===== src/rtl/tpo_pkg.sv =====
// Package for the two-operator phase-modulation oscillator.
// Holds the controller/datapath command types, state encoding and Q31 helpers.
// No dependencies.
package tpo_pkg;

	localparam logic signed [31:0] Q31_MAX = 32'sh7fffffff;
	localparam logic signed [31:0] Q31_MIN = 32'sh80000000;

	// input item kinds (func field)
	localparam logic FUNC_TICK = 1'b0;
	localparam logic FUNC_LOAD = 1'b1;

	// configuration register indexes
	typedef enum logic [2:0] {
		CFG_CAR_INC   = 3'd0,
		CFG_MOD_INC   = 3'd1,
		CFG_MOD_DEPTH = 3'd2,
		CFG_CAR_MORPH = 3'd3,
		CFG_MOD_MORPH = 3'd4,
		CFG_CAR_LEVEL = 3'd5,
		CFG_MOD_LEVEL = 3'd6
	} cfg_idx_t;

	// datapath micro-operations
	typedef enum logic [4:0] {
		OP_NONE,
		OP_LOAD,
		OP_RDI,
		OP_RDN,
		OP_CAPN,
		OP_MFA,
		OP_MFB,
		OP_MAI,
		OP_MBM,
		OP_FIN,
		OP_MDEP,
		OP_MSPAN,
		OP_OFS,
		OP_PH,
		OP_MLC,
		OP_MLM,
		OP_SUM,
		OP_ADV
	} dp_op_t;

	typedef enum logic [4:0] {
		ST_IDLE,
		ST_LOAD,
		ST_M_RDI,
		ST_M_RDN,
		ST_M_CAPN,
		ST_M_MFA,
		ST_M_MFB,
		ST_M_MAI,
		ST_M_MBM,
		ST_M_FIN,
		ST_MDEP,
		ST_MSPAN,
		ST_OFS,
		ST_PH,
		ST_C_RDI,
		ST_C_RDN,
		ST_C_CAPN,
		ST_C_MFA,
		ST_C_MFB,
		ST_C_MAI,
		ST_C_MBM,
		ST_C_FIN,
		ST_MLC,
		ST_MLM,
		ST_SUM,
		ST_ADV
	} st_t;

	typedef struct packed {
		dp_op_t op;
		logic   car;   // operator select for table ops: 1 carrier, 0 modulator
		logic   take;  // input transaction this cycle
	} dp_cmd_t;

	typedef struct packed {
		logic out_free;
		logic adv_done;
	} dp_sts_t;

	function automatic logic signed [31:0] sat33(input logic signed [32:0] s);
		logic signed [31:0] r;
		if (s[32] != s[31])
			r = s[32] ? Q31_MIN : Q31_MAX;
		else
			r = s[31:0];
		return r;
	endfunction

	// floor(p / 2^31), saturated
	function automatic logic signed [31:0] q31_of(input logic signed [63:0] p);
		return sat33(p[63:31]);
	endfunction

endpackage


===== src/rtl/tpo_ctrl.sv =====
// Sequencer for the oscillator: steps the datapath through load and tick work.
// Depends on tpo_pkg.
module tpo_ctrl import tpo_pkg::*; (
	input  logic    clk,
	input  logic    arst_n,
	input  logic    s_tvalid,
	input  logic    item_load,
	output logic    s_tready,
	input  dp_sts_t sts,
	output dp_cmd_t cmd
);

	st_t state_q, state_d;

	always_ff @(posedge clk or negedge arst_n) begin
		if (!arst_n)
			state_q <= ST_IDLE;
		else
			state_q <= state_d;
	end

	always_comb begin
		state_d = state_q;
		unique case (state_q)
			ST_IDLE: begin
				if (s_tvalid)
					state_d = item_load ? ST_LOAD : ST_M_RDI;
			end
			ST_LOAD:   state_d = ST_IDLE;
			ST_M_RDI:  state_d = ST_M_RDN;
			ST_M_RDN:  state_d = ST_M_CAPN;
			ST_M_CAPN: state_d = ST_M_MFA;
			ST_M_MFA:  state_d = ST_M_MFB;
			ST_M_MFB:  state_d = ST_M_MAI;
			ST_M_MAI:  state_d = ST_M_MBM;
			ST_M_MBM:  state_d = ST_M_FIN;
			ST_M_FIN:  state_d = ST_MDEP;
			ST_MDEP:   state_d = ST_MSPAN;
			ST_MSPAN:  state_d = ST_OFS;
			ST_OFS:    state_d = ST_PH;
			ST_PH:     state_d = ST_C_RDI;
			ST_C_RDI:  state_d = ST_C_RDN;
			ST_C_RDN:  state_d = ST_C_CAPN;
			ST_C_CAPN: state_d = ST_C_MFA;
			ST_C_MFA:  state_d = ST_C_MFB;
			ST_C_MFB:  state_d = ST_C_MAI;
			ST_C_MAI:  state_d = ST_C_MBM;
			ST_C_MBM:  state_d = ST_C_FIN;
			ST_C_FIN:  state_d = ST_MLC;
			ST_MLC:    state_d = ST_MLM;
			ST_MLM:    state_d = ST_SUM;
			ST_SUM: begin
				if (sts.out_free)
					state_d = ST_ADV;
			end
			ST_ADV: begin
				if (sts.adv_done)
					state_d = ST_IDLE;
			end
			default:   state_d = ST_IDLE;
		endcase
	end

	always_comb begin
		cmd      = '{op: OP_NONE, car: 1'b0, take: 1'b0};
		s_tready = 1'b0;
		unique case (state_q)
			ST_IDLE: begin
				s_tready = 1'b1;
				cmd.take = s_tvalid;
			end
			ST_LOAD:   cmd.op = OP_LOAD;
			ST_M_RDI:  cmd.op = OP_RDI;
			ST_M_RDN:  cmd.op = OP_RDN;
			ST_M_CAPN: cmd.op = OP_CAPN;
			ST_M_MFA:  cmd.op = OP_MFA;
			ST_M_MFB:  cmd.op = OP_MFB;
			ST_M_MAI:  cmd.op = OP_MAI;
			ST_M_MBM:  cmd.op = OP_MBM;
			ST_M_FIN:  cmd.op = OP_FIN;
			ST_MDEP:   cmd.op = OP_MDEP;
			ST_MSPAN:  cmd.op = OP_MSPAN;
			ST_OFS:    cmd.op = OP_OFS;
			ST_PH:     cmd.op = OP_PH;
			ST_C_RDI:  cmd = '{op: OP_RDI,  car: 1'b1, take: 1'b0};
			ST_C_RDN:  cmd = '{op: OP_RDN,  car: 1'b1, take: 1'b0};
			ST_C_CAPN: cmd = '{op: OP_CAPN, car: 1'b1, take: 1'b0};
			ST_C_MFA:  cmd = '{op: OP_MFA,  car: 1'b1, take: 1'b0};
			ST_C_MFB:  cmd = '{op: OP_MFB,  car: 1'b1, take: 1'b0};
			ST_C_MAI:  cmd = '{op: OP_MAI,  car: 1'b1, take: 1'b0};
			ST_C_MBM:  cmd = '{op: OP_MBM,  car: 1'b1, take: 1'b0};
			ST_C_FIN:  cmd = '{op: OP_FIN,  car: 1'b1, take: 1'b0};
			ST_MLC:    cmd.op = OP_MLC;
			ST_MLM:    cmd.op = OP_MLM;
			ST_SUM:    cmd.op = sts.out_free ? OP_SUM : OP_NONE;
			ST_ADV:    cmd.op = OP_ADV;
			default:   cmd.op = OP_NONE;
		endcase
	end

endmodule


===== config.mk =====
export PLATFORM = sky130hd
export DESIGN_NAME = tpo_ctrl
export DESIGN_NICKNAME = d
export VERILOG_FILES = /design/src/rtl/tpo_pkg.sv /design/src/rtl/tpo_ctrl.sv
export SDC_FILE = /design/constraint.sdc
export NUM_CORES = 1
export LEC_CHECK = 0
export BUFFER_PORTS_ARGS = -buffer_cell sky130_fd_sc_hd__buf_2
export CAP_MARGIN = 20
export CORE_AREA = 2 2 39 41
export DETAILED_ROUTE_END_ITERATION = 10
export DIE_AREA = 0 0 41 43
export MAX_ROUTING_LAYER = met4
export PLACE_DENSITY = 0.63
export SLEW_MARGIN = 20
export SYNTH_ARGS = -nofsm -noshare
export SYNTH_HDL_FRONTEND = slang
export SYNTH_SLANG_ARGS = --single-unit

===== constraint.sdc =====
create_clock -name clk -period 2.9 [get_ports clk]
set_input_delay 0.435 -clock clk [delete_from_list [all_inputs] [get_ports clk]]
set_output_delay 0.435 -clock clk [all_outputs]
set_load 0.005 [all_outputs]

==> impl_results.md, run 1 <==
* Root Driver: clkbuf_4
* Clock Skews at 0.00599 ns
* Largest register FFs at 5
* Top cells by area, synth: dfrtp_1 (28%), buf_6 (7.6%), o21ai_0 (6.8%), a21oi_1 (4.5%), nor3_1 (3.4%)
* Pwr Density at between 1000 and 1500 nW/um^2
* Via count at 444
* Clk_lat worst skew at 0.24 ns
* Slew headroom at 71.4%
* First-pass GRT wire length at about 1600 um
* Area taken by multi-input logic gates at 264 um^2
* Most frequent cells in the layout: buf_2 (13), o21ai_0 (6), dfrtp_1 (5)
* Htree depth at 1
* GR Overflow Total at 0
* CTS Buf Count at 3
* Syn nets at about 60
* Die Span Y at 43 um
* Setup violators final at 0
* Largest net degree at the start of global routing at 17
* Yosys reg bits at 5
* Clock sinks at 5
* Post-CTS setup buffers at 0
* R2R Path Start: state_q[2]
* Reg with most FFs: state_q
* Site row count at 14
* Routed Antenna Nets at 0
* Crit path kind: reg2out
* Flop-to-flop setup slack at 0.99 ns
* Chip Width at 41 um
* Drt wl/cell at approximately 12 um
* Met2 routed WL at 463 um
* Mapped Cells at 55
* Clock transition at the registers of the reported paths at 0.04 ns
* Final Max Tran Viols at 0
* Pre-CTS setup slack at 0.989 ns
* CP Data Required Time at 2.47 ns
* Post-synthesis sequential area ratio at 28.3%
* Final GP Congestion at 0.799
* Final Hold Viols at 0
* Cts hold-fix bufs at 1
* Post-Syn Area at 442 um^2
* Maximum fanout along the worst path at 10
* Period utilization at approximately 70%
* Routed WL at 961 um
* M1 WL at 450 um
* Avg Cell Area, Syn at between 8 and 9 um^2
* Post-synth top area cell: dfrtp_1
* CTS resizes at 0
* Status: complete, no violations
* CP Cell Sequence: or2_1 -> nor4_1 -> and2_1 -> buf_2
* CP startpoint: state_q[2]
* Placed insts at between 70 and 80
* Diodes inserted at 0
* Total Negative Setup Slacks at 0 ns
* Peak Freq at 0.492 GHz
* Initial antenna violation count at 0
* Starting Density at 31.9%
* 1st-pass router iterations at 2
* Slowest CP cell: dfrtp_1
* Final min period at 2.03 ns
* HP Class: in2async
* YS warnings at 0
* Storage cell area at 125 um^2
* Overall Power at 0.563 mW
* Arr. time, crit path at 1.60 ns
* Crit end category: output port
* Post-Layout Cell Count at 83
* Critical Path Start Type: flop
* Fin nets at 74
* Vias in the first global route at approximately 380
* Placeable Area at 1380 um^2
* I/O Buffers at 13
* Routed wl met3 at roughly 37 um
* Detail Placement HPWL at about 720 um
* Most common cell after layout, fill and taps aside: buf_2
* Peak supply drop at 0.470 mV
* CTS tree: yes
* Clock Path Buffers at 2
* Share of layout cells above drive strength 1 at a little over a quarter
* Area Overhead vs Synth at 17.3%
* Biggest regs: state_q: 5 flops
* Fillers at 149
* Via density at 5.35
* RSZ-0062 raised after global routing: false
* Max-cap violations at 0
* DRC at 0
* Synth unique cells at 29
* Leakage at 0.231 nW
* Least-Margin Pin Slew at approximately 0.43 ns
* I/O pin cnt at 14
* Highest routing layer actually used: met4
* CP max stage delay at 0.47 ns
* Total global-route track usage at 13.8%
* Synth top area share at 28.3%
* Die ar. at ~1800 um^2
* Setup ws final at about 0.87 ns
* DRT iter0 DRCs at 8
==> final timing paths <==
check / cells past startpoint / to
max reg2reg: 4 / state_q[3]
min in group clk: 3 / state_q[0]
min: 2 / state_q[0]
max in group asynchronous: 2 / state_q[2]
min reg2reg: 1 / state_q[0]
max: 4 / cmd[0]
==> kinds of logic (layout without fill, tap and decap cells) <==
family          count (synthesis)  count (layout)  synth area share [%]
simple gates                   21              21                  26.9
compound gates                 18              18                  26.1
buf+inv                         8              20                  11.9
flops                           5               5                  28.3
mux                             2               2                  4.82
xor+xnor                        1               1                  1.98
==> per-stage QoR <==
step / hold WS [ns] / util [%] / instance area (um^2)
CTS: 0.517 / 37.4 / 518
global placement: 0.254 / 34.8 / 482
global route: 0.542 / 37.4 / 518
finish: 0.525 / 37.4 / 518
detailed placement: 0.253 / 34.8 / 482
floorplan: 0.139 / - / 442
==> Yosys cell counts <==
| master | count |
|---|---|
| or4_4 | 1 |
| and2_1 | 2 |
| clkbuf_1 | 3 |
| or3_1 | 1 |
| a22o_1 | 1 |
| o221ai_1 | 1 |
| nand2_1 | 3 |
| nor2_1 | 2 |
| o21ai_0 | 6 |
| dfrtp_1 | 5 |
| nor4_1 | 2 |
| o31ai_1 | 1 |
| inv_1 | 2 |
| nand3b_1 | 1 |
| or2_1 | 1 |
| o21a_1 | 1 |
| o31ai_2 | 1 |
| nor2b_1 | 1 |
| nand2b_1 | 2 |
| nand3_1 | 2 |
| o22ai_1 | 1 |
| xor2_1 | 1 |
| a22oi_1 | 1 |
| a21oi_1 | 4 |
| a31oi_1 | 1 |
| mux2_1 | 1 |
| buf_6 | 3 |
| nor3_1 | 3 |
| mux2i_1 | 1 |
==> per-layer routing <==
layer / vias up / global-route usage [%]
li1: 222 / -
met1: 212 / 17.9
met2: 8 / 17.2
met3: 2 / 6.81
met4: 0 / 7.33
met5: - / -
==> power breakdown <==
part	internal (mW)	switching [mW]	leakage [nW]	total [mW]
clock network	0.0520	0.0280	0.0150	0.0800
registers	0.103	0.0904	0.0627	0.193
logic	0.143	0.147	0.153	0.290
==> worst max-delay path: cells and delay by family (launching register included) <==
| family | cells | cell delay (ns) |
|---|---|---|
| simple gates | 3 | 0.79 |
| flops | 1 | 0.47 |
| buf+inv | 1 | 0.10 |
==> layout make-up <==
| class | count | area share (%) |
|---|---|---|
| Clock buffer | 4 | 5.07 |
| Inverter | 2 | 1.45 |
| Multi-Input combinational cell | 42 | 51.0 |
| Sequential cell | 5 | 24.2 |
| Tap cell | 16 | 3.86 |
| Timing Repair Buffer | 14 | 14.5 |
(Power assumes the default switching activity.)
==> run 2, diff against run 1 <==
==> constraint.sdc (replaced) <==
create_clock -name clk -period 1.9 [get_ports clk]
set_input_delay 0.285 -clock clk [delete_from_list [all_inputs] [get_ports clk]]
set_output_delay 0.285 -clock clk [all_outputs]
set_load 0.005 [all_outputs]
==> run 2 against run 1 <==
Compared with the run above: critical path depth is 1 higher; critical endpoint unchanged; largest power group unchanged; non-clock buffer count increased by 6; final cell count is 7.2% higher; core utilization grew 3.7 points; combinational power is 120% higher; largest cell class unchanged; first-iteration DRC count increased by 63%; setup slack worse by 0.77 ns.
==> impl_results.md, run 2 (synthesized netlist as in run 1, its figures left out) <==
* I/O Buffers at 13 (unchanged)
* Drt wl/cell at 12.5 um (was 11.6 um)
* Vias in the first global route at 399 (was 378)
* Clock sinks at 5 (unchanged)
* Period utilization at roughly 95%
* Largest register FFs at 5 (unchanged)
* Peak supply drop at 0.478 mV (was 0.470 mV)
* Slew headroom at 79.9% (was 71.4%)
* GRT met1 Usage at 19.0% (was 17.9%)
* RSZ-0062 raised after global routing: false (unchanged)
* Overall Power at 0.978 mW (was 0.563 mW)
* Most common cell after layout, fill and taps aside: buf_2 (unchanged)
* Status: complete, no violations (unchanged)
* Crit end category: output port (unchanged)
* I/O pin cnt at 14 (unchanged)
* Final GP Congestion at 0.756 (was 0.799)
* GR Overflow Total at 0 (unchanged)
* Arr. time, crit path at 1.52 ns (was 1.60 ns)
* Worst Hold Margin at 0.371 ns (was 0.525 ns)
* Leakage at 0.261 nW (was 0.231 nW)
* Final min period at 1.81 ns
* Post-CTS setup buffers at 0 (unchanged)
* CTS tree: yes (unchanged)
* Maximum fanout along the worst path at 8 (was 10)
* Diodes inserted at 0 (unchanged)
* Via density at 5.38 (was 5.35)
* Setup violators final at 0 (unchanged)
* Placed cell area at 527 um^2 (was 482 um^2)
* Met3 Use GR at 4.71% (was 6.81%)
* Site row count at 14 (unchanged)
* Die ar. at 1760 um^2 (unchanged)
* CP Cell Sequence: or2_1 -> buf_4 -> nor4_2 -> and2_1 -> buf_2 (was or2_1 -> nor4_1 -> and2_1 -> buf_2)
* Most Crowded Layer GR: met2 (was met1)
* Clk_lat worst skew at 0.25 ns (was 0.24 ns)
* Most frequent cells in the layout: buf_2 (13), o21ai_0 (6), buf_4 (6) (was buf_2 (13), o21ai_0 (6), dfrtp_1 (5))
* HP Class: in2reg (was in2async)
* Biggest regs: state_q: 5 flops (unchanged)
* Initial antenna violation count at 0 (unchanged)
* CTS Buf Count at 3 (unchanged)
* Chip Width at 41 um (unchanged)
* Peak Freq at approximately 0.55 GHz
* Area Overhead vs Synth at 28.9% (was 17.3%)
* DRT iter0 DRCs at 13 (was 8)
* Largest net degree at the start of global routing at 14 (was 17)
* Die Span Y at 43 um (unchanged)
* Htree depth at 1 (unchanged)
* Clock transition at the registers of the reported paths at 0.05 ns (was 0.04 ns)
* Grt met2 use at 19.7% (was 17.2%)
* Slowest CP cell: dfrtp_1 (unchanged)
* Final Hold Viols at 0 (unchanged)
* Clock Path Buffers at 2 (unchanged)
* Fin area at 569 um^2 (was 518 um^2)
* Max-cap violations at 0 (unchanged)
* Reg with most FFs: state_q (unchanged)
* Starting Density at 31.9% (unchanged)
* CP Data Required Time at 1.62 ns (was 2.47 ns)
* Total Negative Setup Slacks at 0 ns (unchanged)
* Critical Path Start Type: flop (unchanged)
* Fin nets at 80 (was 74)
* CP max stage delay at 0.36 ns (was 0.47 ns)
* Crit path kind: reg2out (unchanged)
* 1st-pass router iterations at 4 (was 2)
* Total global-route track usage at 15.3% (was 13.8%)
* Via count at 479 (was 444)
* Clock Skews at 0.00683 ns (was 0.00599 ns)
* Placeable Area at 1380 um^2 (unchanged)
* First-pass GRT wire length at 1690 um (was 1570 um)
* Least-Margin Pin Slew at 0.299 ns (was 0.428 ns)
* Share of layout cells above drive strength 1 at 34.2% (was 26.9%)
* Routed WL at 1110 um (was 961 um)
* DRC at 0 (unchanged)
* Final Max Tran Viols at 0 (unchanged)
* Root Driver: clkbuf_4 (unchanged)
* Pwr Density at 1720 nW/um^2 (was 1090 nW/um^2)
* Detail Placement HPWL at 770 um (was 720 um)
* Routed Antenna Nets at 0 (unchanged)
[run 2: cell types whose count changed in the layout (fill, tap and decap cells not counted)]
| cell | change |
|---|---|
| nor4_2 | +1 |
| nor4_1 | -1 |
| buf_4 | +6 |
[run 2: area by class of cell]
type / count / area (um^2)
Tap cell: 16 / 20.0
Sequential cell: 5 / 125
Inverter: 2 / 7.51
Timing Repair Buffer: 20 / 120
Multi-Input combinational cell: 42 / 270
Clock buffer: 4 / 26.3
Fill cell: 153 / 815
[run 2: path summary, 6_finish.rpt]
| kind | start | end | slack, ns | cells after the start |
|---|---|---|---|---|
| worst max-delay path | state_q[1] | cmd[0] | 0.09 | 5 |
| worst min-delay path | sts[0] | state_q[0] | 0.37 | 3 |
| worst max register to register | state_q[3] | state_q[3] | 0.21 | 4 |
| worst min register to register | state_q[0] | state_q[1] | 0.63 | 3 |
| max in group asynchronous | arst_n | state_q[1] | 1.38 | 2 |
| min in group asynchronous | arst_n | state_q[0] | 0.38 | 2 |
[run 2: worst max-delay path: cells and delay by family (launching register included)]
family / cells / cell delay [ns]
simple gates: 3 / 0.64
flops: 1 / 0.36
buf+inv: 2 / 0.28
[run 2: per-stage QoR]
step / setup slack (ns) / utilization [%] / cells
after global routing: 0.0184 / 41.1 / 89
after floorplan: 0.0617 / - / 55
after detailed placement: 0.265 / 38.1 / 84
after global placement: 0.268 / 38.1 / 84
final: 0.0930 / 41.1 / 89
after CTS: 0.0751 / 40.7 / 89
[run 2: metal layers]
metal	part of all wire (%)	up-vias	wire (um)
met5	0	-	0
met4	2.9	0	32
met3	5.8	5	64
met2	49	21	541
met1	43	219	473
li1	-	234	-
[run 2: timing repair]
item | CTS | global route
gates resized for setup | 0 | 1
endpoints found under the hold margin | 5 | 0
endpoints found under the setup margin | 0 | 1
hold buffers | 1 | 0
[run 2: power by group]
part | switching (mW) | total (mW) | internal, mW
clock | 0.0485 | 0.128 | 0.0797
sequential | 0.0474 | 0.205 | 0.158
combinational | 0.345 | 0.644 | 0.299
total | 0.441 | 0.978 | 0.536
